## src/rtl/deq_pkg.sv

```systemverilog
// Shared types and constants for the double-ended queue unit.
// Depends on nothing; imported by every module of the unit.
package deq_pkg;

    // ring store geometry
    localparam int DEPTH = 64;
    localparam int IDX_W = (DEPTH > 1) ? $clog2(DEPTH) : 1;
    localparam int CNT_W = $clog2(DEPTH + 1);
    localparam int DATA_W = 32;

    typedef logic [IDX_W-1:0] idx_t;
    typedef logic [CNT_W-1:0] cnt_t;

    // command opcodes as seen on the port
    localparam logic [2:0] OP_PUSH_FRONT = 3'd0;
    localparam logic [2:0] OP_PUSH_BACK  = 3'd1;
    localparam logic [2:0] OP_POP_FRONT  = 3'd2;
    localparam logic [2:0] OP_POP_BACK   = 3'd3;
    localparam logic [2:0] OP_LIST       = 3'd4;

    // result status codes
    localparam logic [1:0] STAT_OK    = 2'd0;
    localparam logic [1:0] STAT_EMPTY = 2'd1;
    localparam logic [1:0] STAT_FULL  = 2'd2;

    // classified command kinds
    localparam logic [1:0] KIND_PUSH = 2'd0;
    localparam logic [1:0] KIND_POP  = 2'd1;
    localparam logic [1:0] KIND_LIST = 2'd2;

    typedef struct packed {
        logic [1:0]               kind;
        logic                     at_front;
        logic signed [DATA_W-1:0] value;
    } cmd_t;

endpackage

```

## src/rtl/deq_front.sv

```systemverilog
// Front end of the double-ended queue unit: takes command transfers,
// classifies them and holds them in a two-entry queue. Depends on deq_pkg.
module deq_front
    import deq_pkg::*;
(
    input  logic                     clk,
    input  logic                     rst_n,
    input  logic                     cmd_valid,
    output logic                     cmd_ready,
    input  logic [2:0]               opcode,
    input  logic signed [DATA_W-1:0] value,
    output logic                     q_valid,
    input  logic                     q_ready,
    output cmd_t                     q_cmd
);

    cmd_t       slot_reg [2];
    logic       wr_ptr_reg, wr_ptr_next;
    logic       rd_ptr_reg, rd_ptr_next;
    logic [1:0] fill_reg, fill_next;
    logic       cmd_fire;
    logic       cmd_known;
    logic       push_q;
    logic       pop_q;
    cmd_t       cmd_in;

    // classify the incoming command
    always_comb
    begin
        cmd_in.value    = value;
        cmd_in.at_front = 1'b0;
        cmd_in.kind     = KIND_LIST;
        cmd_known       = 1'b1;
        case (opcode)
            OP_PUSH_FRONT:
            begin
                cmd_in.kind     = KIND_PUSH;
                cmd_in.at_front = 1'b1;
            end
            OP_PUSH_BACK:
            begin
                cmd_in.kind = KIND_PUSH;
            end
            OP_POP_FRONT:
            begin
                cmd_in.kind     = KIND_POP;
                cmd_in.at_front = 1'b1;
            end
            OP_POP_BACK:
            begin
                cmd_in.kind = KIND_POP;
            end
            OP_LIST:
            begin
                cmd_in.kind = KIND_LIST;
            end
            default:
            begin
                cmd_known = 1'b0;
            end
        endcase
    end

    // queue handshake; unused opcodes are taken and dropped
    assign cmd_ready = (fill_reg != 2'd2);
    assign cmd_fire  = cmd_valid && cmd_ready;
    assign push_q    = cmd_fire && cmd_known;
    assign q_valid   = (fill_reg != 2'd0);
    assign pop_q     = q_valid && q_ready;
    assign q_cmd     = slot_reg[rd_ptr_reg];

    // pointer and fill update
    always_comb
    begin
        wr_ptr_next = push_q ? ~wr_ptr_reg : wr_ptr_reg;
        rd_ptr_next = pop_q ? ~rd_ptr_reg : rd_ptr_reg;
        fill_next   = fill_reg;
        if (push_q && !pop_q)
        begin
            fill_next = fill_reg + 2'd1;
        end
        else if (pop_q && !push_q)
        begin
            fill_next = fill_reg - 2'd1;
        end
    end

    always_ff @(posedge clk or negedge rst_n)
    begin
        if (!rst_n)
        begin
            wr_ptr_reg <= 1'b0;
            rd_ptr_reg <= 1'b0;
            fill_reg   <= 2'd0;
        end
        else
        begin
            wr_ptr_reg <= wr_ptr_next;
            rd_ptr_reg <= rd_ptr_next;
            fill_reg   <= fill_next;
        end
    end

    // queue slots
    always_ff @(posedge clk)
    begin
        if (push_q)
        begin
            slot_reg[wr_ptr_reg] <= cmd_in;
        end
    end

    // checks
    a_fill_bound: assert property (@(posedge clk) disable iff (!rst_n)
        fill_reg != 2'd3)
        else $error("command queue overfilled");

    a_drop_unknown: assert property (@(posedge clk) disable iff (!rst_n)
        (cmd_fire && !cmd_known && !pop_q) |=> (fill_reg == $past(fill_reg)))
        else $error("unused opcode entered the command queue");

    a_ptr_fill: assert property (@(posedge clk) disable iff (!rst_n)
        (fill_reg == 2'd1) |-> (wr_ptr_reg != rd_ptr_reg))
        else $error("queue pointers disagree with fill level");

endmodule

```

## src/rtl/deq_back.sv

```systemverilog
// Back end of the double-ended queue unit: ring store, front/count state,
// list sequencer and result register. Depends on deq_pkg.
module deq_back
    import deq_pkg::*;
(
    input  logic                     clk,
    input  logic                     rst_n,
    input  logic                     q_valid,
    output logic                     q_ready,
    input  cmd_t                     q_cmd,
    output logic                     res_valid,
    input  logic                     res_ready,
    output logic [1:0]               status,
    output logic signed [DATA_W-1:0] element,
    output logic                     last
);

    localparam logic [1:0] ST_IDLE    = 2'd0;
    localparam logic [1:0] ST_LST_RD  = 2'd1;
    localparam logic [1:0] ST_LST_OUT = 2'd2;

    logic [1:0]        state_reg, state_next;
    idx_t              front_reg, front_next;
    cnt_t              count_reg, count_next;
    idx_t              list_pos_reg, list_pos_next;
    cnt_t              list_left_reg, list_left_next;
    logic              res_valid_reg, res_valid_next;
    logic [1:0]        res_status_reg;
    logic [DATA_W-1:0] res_element_reg;
    logic              res_last_reg;

    logic [DATA_W-1:0] store_mem [DEPTH];
    logic [DATA_W-1:0] rd_data_reg;

    logic              out_free;
    logic              q_fire;
    logic              full;
    logic              empty;
    idx_t              tail_idx;
    logic              res_load;
    logic [1:0]        load_status;
    logic [DATA_W-1:0] load_element;
    logic              load_last;
    logic              mem_we;
    idx_t              mem_waddr;
    logic              rd_en;

    // ring arithmetic modulo DEPTH
    function automatic idx_t ring_inc(input idx_t pos);
        ring_inc = (pos == IDX_W'(DEPTH - 1)) ? '0 : pos + 1'b1;
    endfunction

    function automatic idx_t ring_dec(input idx_t pos);
        ring_dec = (pos == '0) ? IDX_W'(DEPTH - 1) : pos - 1'b1;
    endfunction

    function automatic idx_t ring_add(input idx_t pos, input cnt_t cnt);
        logic [CNT_W:0] sum;
        sum = (CNT_W + 1)'(pos) + (CNT_W + 1)'(cnt);
        if (sum >= (CNT_W + 1)'(DEPTH))
        begin
            sum = sum - (CNT_W + 1)'(DEPTH);
        end
        ring_add = sum[IDX_W-1:0];
    endfunction

    assign out_free = !res_valid_reg || res_ready;
    assign q_ready  = (state_reg == ST_IDLE) && out_free;
    assign q_fire   = q_valid && q_ready;
    assign full     = (count_reg == CNT_W'(DEPTH));
    assign empty    = (count_reg == '0);
    assign tail_idx = ring_add(front_reg, count_reg);

    // command execution and list sequencing
    always_comb
    begin
        state_next     = state_reg;
        front_next     = front_reg;
        count_next     = count_reg;
        list_pos_next  = list_pos_reg;
        list_left_next = list_left_reg;
        res_load       = 1'b0;
        load_status    = STAT_OK;
        load_element   = '0;
        load_last      = 1'b1;
        mem_we         = 1'b0;
        mem_waddr      = tail_idx;
        rd_en          = 1'b0;
        case (state_reg)
            ST_IDLE:
            begin
                if (q_fire)
                begin
                    res_load = 1'b1;
                    case (q_cmd.kind)
                        KIND_PUSH:
                        begin
                            if (full)
                            begin
                                load_status = STAT_FULL;
                            end
                            else
                            begin
                                mem_we     = 1'b1;
                                count_next = count_reg + 1'b1;
                                if (q_cmd.at_front)
                                begin
                                    front_next = ring_dec(front_reg);
                                    mem_waddr  = ring_dec(front_reg);
                                end
                            end
                        end
                        KIND_POP:
                        begin
                            if (empty)
                            begin
                                load_status = STAT_EMPTY;
                            end
                            else
                            begin
                                count_next = count_reg - 1'b1;
                                if (q_cmd.at_front)
                                begin
                                    front_next = ring_inc(front_reg);
                                end
                            end
                        end
                        KIND_LIST:
                        begin
                            if (empty)
                            begin
                                load_status = STAT_EMPTY;
                            end
                            else
                            begin
                                res_load       = 1'b0;
                                list_pos_next  = front_reg;
                                list_left_next = count_reg;
                                state_next     = ST_LST_RD;
                            end
                        end
                        default:
                        begin
                            res_load = 1'b0;
                        end
                    endcase
                end
            end
            ST_LST_RD:
            begin
                rd_en      = 1'b1;
                state_next = ST_LST_OUT;
            end
            ST_LST_OUT:
            begin
                if (out_free)
                begin
                    res_load     = 1'b1;
                    load_element = rd_data_reg;
                    load_last    = (list_left_reg == CNT_W'(1));
                    if (load_last)
                    begin
                        state_next = ST_IDLE;
                    end
                    else
                    begin
                        list_pos_next  = ring_inc(list_pos_reg);
                        list_left_next = list_left_reg - 1'b1;
                        state_next     = ST_LST_RD;
                    end
                end
            end
            default:
            begin
                state_next = ST_IDLE;
            end
        endcase
    end

    assign res_valid_next = res_load ? 1'b1 : (res_ready ? 1'b0 : res_valid_reg);

    // control state
    always_ff @(posedge clk or negedge rst_n)
    begin
        if (!rst_n)
        begin
            state_reg     <= ST_IDLE;
            front_reg     <= '0;
            count_reg     <= '0;
            list_pos_reg  <= '0;
            list_left_reg <= '0;
            res_valid_reg <= 1'b0;
        end
        else
        begin
            state_reg     <= state_next;
            front_reg     <= front_next;
            count_reg     <= count_next;
            list_pos_reg  <= list_pos_next;
            list_left_reg <= list_left_next;
            res_valid_reg <= res_valid_next;
        end
    end

    // result payload
    always_ff @(posedge clk)
    begin
        if (res_load)
        begin
            res_status_reg  <= load_status;
            res_element_reg <= load_element;
            res_last_reg    <= load_last;
        end
    end

    // ring store, one write and one registered read port
    always_ff @(posedge clk)
    begin
        if (mem_we)
        begin
            store_mem[mem_waddr] <= q_cmd.value;
        end
        if (rd_en)
        begin
            rd_data_reg <= store_mem[list_pos_reg];
        end
    end

    assign res_valid = res_valid_reg;
    assign status    = res_status_reg;
    assign element   = res_element_reg;
    assign last      = res_last_reg;

    // checks
    a_count_bound: assert property (@(posedge clk) disable iff (!rst_n)
        count_reg <= CNT_W'(DEPTH))
        else $error("element count above store depth");

    a_list_nonempty: assert property (@(posedge clk) disable iff (!rst_n)
        (state_reg != ST_IDLE) |-> (list_left_reg != '0 && !empty))
        else $error("list running over an empty sequence");

    a_push_grows: assert property (@(posedge clk) disable iff (!rst_n)
        (q_fire && q_cmd.kind == KIND_PUSH && !full)
            |=> (count_reg == $past(count_reg) + 1'b1))
        else $error("accepted push did not grow the sequence");

endmodule

```

## src/rtl/double_ended_queue_unit.sv

```systemverilog
// Top level of the double-ended queue unit: command front end and execution back end.
// Depends on deq_pkg, deq_front and deq_back.
//
// Holds up to DEPTH (64) signed 32-bit elements in a ring store. Each command transfer
// on the cmd channel (opcode, value) yields result transfers on the res channel
// (status, element, last). Pushes and pops give one result each, are executed by the
// back end as it takes them and can sustain one command per cycle while results are
// taken and no list is running; a push into a full store is dropped with status full,
// a pop from an empty one reports empty. A list command yields one result per element
// from front to back, each through a registered read of the single store read port,
// then the result register, with last set on the final one; on an empty sequence it
// gives one empty result. Unused opcodes are taken and produce no result. A two-entry
// command queue lets new commands be taken while a list is running or a result is
// stalled. No clearing pass after reset: only written entries are ever read.
module double_ended_queue_unit
    import deq_pkg::*;
(
    input  logic                     clk,
    input  logic                     rst_n,
    input  logic                     cmd_valid,
    output logic                     cmd_ready,
    input  logic [2:0]               opcode,
    input  logic signed [DATA_W-1:0] value,
    output logic                     res_valid,
    input  logic                     res_ready,
    output logic [1:0]               status,
    output logic signed [DATA_W-1:0] element,
    output logic                     last
);

    logic q_valid;
    logic q_ready;
    cmd_t q_cmd;

    // command intake and classification
    deq_front u_front (
        .clk       (clk),
        .rst_n     (rst_n),
        .cmd_valid (cmd_valid),
        .cmd_ready (cmd_ready),
        .opcode    (opcode),
        .value     (value),
        .q_valid   (q_valid),
        .q_ready   (q_ready),
        .q_cmd     (q_cmd)
    );

    // execution and results
    deq_back u_back (
        .clk       (clk),
        .rst_n     (rst_n),
        .q_valid   (q_valid),
        .q_ready   (q_ready),
        .q_cmd     (q_cmd),
        .res_valid (res_valid),
        .res_ready (res_ready),
        .status    (status),
        .element   (element),
        .last      (last)
    );

endmodule

```

## config.mk

```make
export PLATFORM = sky130hd
export DESIGN_NAME = double_ended_queue_unit
export DESIGN_NICKNAME = d
export VERILOG_FILES = /design/src/rtl/deq_pkg.sv /design/src/rtl/deq_front.sv /design/src/rtl/deq_back.sv /design/src/rtl/double_ended_queue_unit.sv
export SDC_FILE = /design/constraint.sdc
export NUM_CORES = 2
export LEC_CHECK = 0
export BUFFER_PORTS_ARGS = -buffer_cell sky130_fd_sc_hd__buf_2
export CORE_MARGIN = 5
export CORE_UTILIZATION = 38
export DETAILED_ROUTE_END_ITERATION = 8
export PLACE_DENSITY = 0.5
export RECOVER_POWER = 50
export SYNTH_ARGS = -nofsm -noshare
export SYNTH_HDL_FRONTEND = slang
export SYNTH_SLANG_ARGS = --single-unit
```

## constraint.sdc

```tcl
create_clock -name clk -period 14.4 [get_ports clk]
set_input_delay 0.72 -clock clk [delete_from_list [all_inputs] [get_ports clk]]
set_output_delay 0.72 -clock clk [all_outputs]
set_load 0.01 [all_outputs]
```

# Word-level counts from Yosys, hierarchy flattened
# Memories as Yosys holds them, arrays and structs flattened. A register that Yosys moved wholly into a read port is not among the register bits.
# Cells that the tools add are included.
[totals] ff_bits=68 latch_bits=0 mem_bits_rw=2118 mem_bits_ro=0 inputBits=39 output_inout_bits=37 word_cells=140 n_memories=2
[op_classes] add_sub_neg=10 n_mul=0 n_div=0 magnitude_cmp=1 eq_ne=22 n_shift=0 mux=59 n_bitwise=2 reduce_logical=32
[memory_table] memory="u_back.store_mem" words=64 word_bits=32 read_ports=1 rd_ports_with_merged_regs=1 write_ports=1 line_no="deq_back.sv:32" rtl="logic [DATA_W-1:0] store_mem [DEPTH];"
[memory_table] memory="u_front.slot_reg" words=2 word_bits=35 read_ports=1 rd_ports_with_merged_regs=0 write_ports=1 line_no="deq_front.sv:17" rtl="cmd_t slot_reg [2];"
[ops] operator="$mux 6" count=18
[ops] operator="$mux 7" count=7
[ops] operator="$pmux 7 s2" count=2
[ops] operator="$pmux 6 s2" count=2
[ops] operator="$mux 1" count=18
[ops] operator="$ne 2x2->1 const B" count=9
[ops] operator="$mux 2" count=7
[ops] operator="$sub 7x1->7 const B" count=2
[ops] operator="$add 6x1->6 const B" count=2
[ops] operator="$eq 6x6->1 const B" count=2
[ops] operator="$sub 6x1->6 const B" count=2
[ops] operator="$reduce_bool 2->1" count=5
[ops] operator="$reduce_or 2->1" count=5
[ops] operator="$add 6x7->8" count=1
[ops] operator="$ge 8x7->1 const B" count=1
[ops] operator="$pmux 2 s2" count=2
[ops] operator="$add 7x1->7 const B" count=1
[ops] operator="$eq 7x1->1 const B" count=1
[ops] operator="$eq 7x7->1 const B" count=1
[ops] operator="$logic_not 7->1" count=1
[ops] operator="$reduce_and 7->1" count=1
[ops] operator="$eq 3x2->1 const B" count=2
[ops] operator="$logic_and 1x1->1" count=6
[ops] operator="$logic_not 6->1" count=1
[ops] operator="19 further kinds" count=27

# Depth between registers and ports, before layout
[logic_depth] word_depth=8 mapped_depth=13 mapped_depth_nobuf=10

# By module
# From an unflattened synthesis, not the netlist that was laid out.
[unflattened] hier_cells=3693 hier_area_um2=84753.8
[modules_own_cells] mod="deq_back" n_inst=1 cells_per_inst=3561 area_each_um2=81857.3 seq_area_each_um2=64236.6
[modules_own_cells] mod="deq_front" n_inst=1 cells_per_inst=132 area_each_um2=2896.5 seq_area_each_um2=2202.1

# Least setup slack after synthesis
# No wires, ideal clock.
[synth_timing] path_type="reg-to-reg" from="register u_front.rd_ptr_reg" to="register u_back.res_element_reg[0] (netlist: u_back.element[0]), enable pin" setup_ns=0.482 arrival_time_ns=4.458 required_time_ns=13.918 slack_ns=9.460 path_stages_with_launch=8 n_path_buf=3 path_cell_list="dfrtp_1 buf_2 buf_1 mux2i_1 ha_1 clkbuf_1 a211oi_1 o31ai_1"
[synth_between] elab_chain_len=6 elab_cells_between_ends=8 classes_between="eq/ne (2); mux (3); reduce/logical (2); memory (1)"
[synth_lines] item="from (decl)" line_no="deq_front.sv:19" rtl="logic rd_ptr_reg, rd_ptr_next;"
[synth_lines] item="from (signal assigned)" line_no="deq_front.sv:99" rtl="rd_ptr_reg <= rd_ptr_next;"
[synth_lines] item="$mem_v2 2x35 *"
[synth_lines] item="$eq 2x1->1 / $logic_not 2->1 (equally long branches)" line_no="deq_back.sv:95" rtl="case (q_cmd.kind)"
[synth_lines] item="$reduce_or 2->1 (no source line)"
[synth_lines] item="$pmux 1 s2 *" line_no="deq_back.sv:95"
[synth_lines] item="$mux 1 *" line_no="deq_back.sv:92" rtl="if (q_fire)"
[synth_lines] item="$pmux 1 s2 *" line_no="deq_back.sv:89" rtl="case (state_reg)"
[synth_lines] item="net u_back.res_load" line_no="deq_back.sv:40" rtl="logic res_load;"
[synth_lines] item="to (signal assigned)" line_no="deq_back.sv:211" rtl="res_element_reg <= load_element;"
[synth_lines] item="to (decl)" line_no="deq_back.sv:29" rtl="logic [DATA_W-1:0] res_element_reg;"
# Mark *: on every way through the listed nets, which the timed path passes. The rest lies on a longest branch.
# A chain may end at the register's enable or synchronous reset.

# Worst setup path in the final report
[layout_timing] from="register u_front.rd_ptr_reg" to="memory u_back.store_mem[1][20], enable pin"
[layout_between] elab_chain_len=7 elab_cells_between_ends=12 classes_between="mux (10); reduce/logical (1); memory (1)"
[layout_lines] item="$mem_v2 2x35 *"
[layout_lines] item="$logic_not 2->1" line_no="deq_back.sv:95"
[layout_lines] item="$mux 1" line_no="deq_back.sv:95"
[layout_lines] item="$mux 1" line_no="deq_back.sv:92"
[layout_lines] item="$mux 1" line_no="deq_back.sv:89"
[layout_lines] item="$mux 1" line_no="deq_back.sv:219" rtl="if (mem_we)"
[layout_lines] item="$mux 1 (not written as such)" line_no="deq_back.sv:221" rtl="store_mem[mem_waddr] <= q_cmd.value;"
[layout_lines] item="to (decl)" line_no="deq_back.sv:32"
# Every way passes the cells marked *; elsewhere a longest branch is shown, timed or not.

==> results_dict.tcl <==
set metrics [dict create \
    outcome "finished, violations left" \
    violations "max-capacitance violations, max-slew violations" \
    via_per_inst 5.68 \
    ys_warn_count 0 \
    syn_nets 3952 \
    grt_max_degree 114 \
    post-route-period-util_pct 44.2 \
    worstPathCellList "clkbuf_1 > mux2i_1 > ha_1 > inv_1 > nor4b_2 > and3_1 > nand4_1 > a21oi_4 > buf_4" \
    synth-seq-cells 2218 \
    netlist_instances 3889 \
    start_util_pct 38.1 \
    grt_pass1_vias 42776 \
    slew_headroom_pct -155 \
    async_reset_ff_share_pct 1.49 \
    critPathKind "flop to flop" \
    syn_area_mm2 0.0857 \
    synth_edf_count 2185 \
    dieArea_mm2 0.235 \
    synthTopCellsByCount "2185 x edfxtp_1, 512 x mux4_2, 163 x a21oi_1, 87 x clkbuf_1, 75 x mux2i_1" \
    grt.total_usage_pct 20.0 \
    startpoint_type "flop" \
    antenna_found_initial 6 \
    r2r-start "u_front.rd_ptr_reg$_DFFE_PN0P_" \
    fin_skew_ps 60.4 \
    worstPathRequired_ps 14870 \
    dp_hpwl_um 127000 \
    ir_drop_mv 0.130 \
    grt_pass1_wl_um 336000 \
    port_buffers 75 \
    first_pass_iters 5 \
    drv_slew 2336 \
    core_area_mm2 0.225 \
    cts_htree_levels 4 \
    r2r_cells 9 \
    grt-ovfl-total 0 \
    drtIter0Drc 4194 \
    wl_per_cell_um 32.4 \
    worstHoldPathType "input port to flop" \
    r2r_setup_slack_ps 8040 \
    syn_to_final_growth_pct 14.4 \
    crit_start "u_front.rd_ptr_reg$_DFFE_PN0P_" \
    post_cts_buffers 0 \
    detail-route-antenna-nets 0 \
    worstSetupPathDepth 9 \
    critPathMaxStageDelay_ps 1640 \
    syn_area_per_cell_um2 22.0 \
    total_power_mw 20.3 \
    clock.fmax_ghz 0.157 \
    synth.area.top_cells "edfxtp_1 77%, mux4_2 13%, dfrtp_1 0.96%" \
    die_w_um 485 \
    fillers 19275 \
    path_buf_inv 3 \
    cp.arrival_ps 6830 \
    cts_buffers 229 \
    path_max_fanout 34 \
    clock_latency_ps 860 \
    final_nets 4208 \
    drive_above_1_share_pct 25.1 \
    ys_seq_area_share_pct 77.5 \
    wirelength_um 238000 \
    ys_types 70 \
    vias 41710 \
    synth.largest_area_cell "edfxtp_1" \
    cellPowerDensity_mw_per_mm2 207 \
    largest_reg_flops 2048 \
    tightest_slew_ps 3830 \
    end_kind "flop" \
    maxCapViolCount 39 \
    crit_family "buffers and inverters" \
    cp_slowest_cell "clkbuf_1" \
    drc 0 \
    p_leak_nw 30.1 \
    synth_most_common_cell "edfxtp_1" \
    clk_path_buf_depth 3 \
    cts_root_buf "clkbuf_16" \
    ioPinCount 76 \
    regToRegEndpoint "u_back.store_mem[1][20]$_DFFE_PP_" \
    rsz0062_at_grt "no" \
    clk_pin_slew_worst_paths_ps 60 \
    synth_top_area_share_pct 76.6 \
    finalCriticalPeriod_ps 6360 \
    synth_top_flop_cell "edfxtp_1" \
    setup_viol 0 \
    gp_congestion 0.770 \
    rows 174 \
    cts_tree "built" \
    die_y_um 485 \
    cts.sinks 2218 \
    fin_tns_setup_ps 0 \
    critPathCapture "u_back.store_mem[1][20]$_DFFE_PP_" \
    hold_viol 0 \
]
-- placed cells by master, fill, tap and decap left out, drive strengths merged, types with 24 or more instances in the layout --
master | netlist | final
mux2 | 47 | 47
nand2 | 39 | 39
o21ai | 55 | 55
dlygate4sd3 | 0 | 30
nand3 | 24 | 24
o22ai | 51 | 51
a221oi | 61 | 61
mux2i | 75 | 75
and3 | 44 | 44
buf | 133 | 116
clkbuf | 87 | 382
clkinv | 0 | 116
edfxtp | 2185 | 2185
o221ai | 31 | 31
inv | 23 | 28
a22o | 42 | 42
mux4 | 512 | 512
a21oi | 164 | 164
dfrtp | 33 | 33
nor2 | 57 | 57
-- where the power goes --
| group | internal, mW | switching (mW) | leakage (nW) |
|---|---|---|---|
| registers | 8.22 | 0.280 | 20.1 |
| clock network | 3.28 | 2.48 | 3.56 |
| logic | 2.07 | 3.95 | 6.47 |
-- per-layer routing --
layer	up-vias	track usage [%]	wire length, µm
met4	2	5.57	6980
met1	22920	28.4	103000
li1	17148	-	-
met5	-	0	17
met3	321	2.73	12400
met2	1319	32.6	115000
-- area by class of cell --
| type | count | area [µm²] | area share (%) |
|---|---|---|---|
| Antenna cell | 6 | 15.0 | 0.0153 |
| Clock buffer | 283 | 6020 | 6.14 |
| Clock inverter | 145 | 1280 | 1.31 |
| Inverter | 23 | 86.3 | 0.0881 |
| Multi-Input combinational cell | 1428 | 18800 | 19.2 |
| Sequential cell | 2218 | 66500 | 67.8 |
| Tap cell | 2992 | 3740 | 3.82 |
| Timing Repair Buffer | 245 | 1600 | 1.63 |
-- per-stage QoR --
| stage | utilization (%) | area, µm² | instances | setup WS [ps] | hold WS, ps |
|---|---|---|---|---|---|
| floorplan | - | 85700 | 3889 | 9460 | 424 |
| global placement | 40.3 | 90700 | 6876 | 9040 | 489 |
| detailed placement | 40.3 | 90700 | 6876 | 9000 | 484 |
| CTS | 43.7 | 98300 | 7334 | 8990 | 5.26 |
| global route | 43.6 | 98000 | 7338 | 7560 | 74.1 |
| finish | 43.6 | 98000 | 7340 | 8040 | 124 |
-- what timing repair did --
action                    in CTS  in global routing
hold buffers                  30                  0
resized for setup              0                  0
hold endpoints to repair      90                  0
-- worst min path at each step --
stage	startpoint	endpoint	slack, ps	cells past startpoint
5_1_grt	value[23]	u_front.slot_reg[1][23]$_DFFE_PP_	70	1
6_report	value[27]	u_front.slot_reg[0][27]$_DFFE_PP_	120	1
3_5_place_dp	u_front.fill_reg[1]$_DFFE_PN0P_	u_front.fill_reg[1]$_DFFE_PN0P_	480	1
4_1_cts	value[23]	u_front.slot_reg[1][23]$_DFFE_PP_	5	1
3_3_place_gp	u_front.fill_reg[1]$_DFFE_PN0P_	u_front.fill_reg[1]$_DFFE_PN0P_	490	1
2_1_floorplan	rst_n	u_back.count_reg[0]$_DFFE_PN0P_	420	0
-- cells by family (layout without fill, tap and decap cells) --
| logic type | count (synthesis) | count (layout) | share of synthesized area (%) |
|---|---|---|---|
| flip-flops | 2218 | 2218 | 77.5 |
| multiplexers | 634 | 634 | 15.0 |
| AO/OA/AOI/OAI | 487 | 487 | 3.86 |
| AND/OR/NAND/NOR | 268 | 268 | 1.69 |
| buffers and inverters | 243 | 696 | 1.43 |
| adder cells (fa/ha/maj) | 24 | 24 | 0.368 |
| XOR/XNOR | 15 | 15 | 0.153 |
| other | 0 | 6 | 0 |
Note: power is estimated with default switching activity, not from simulation.
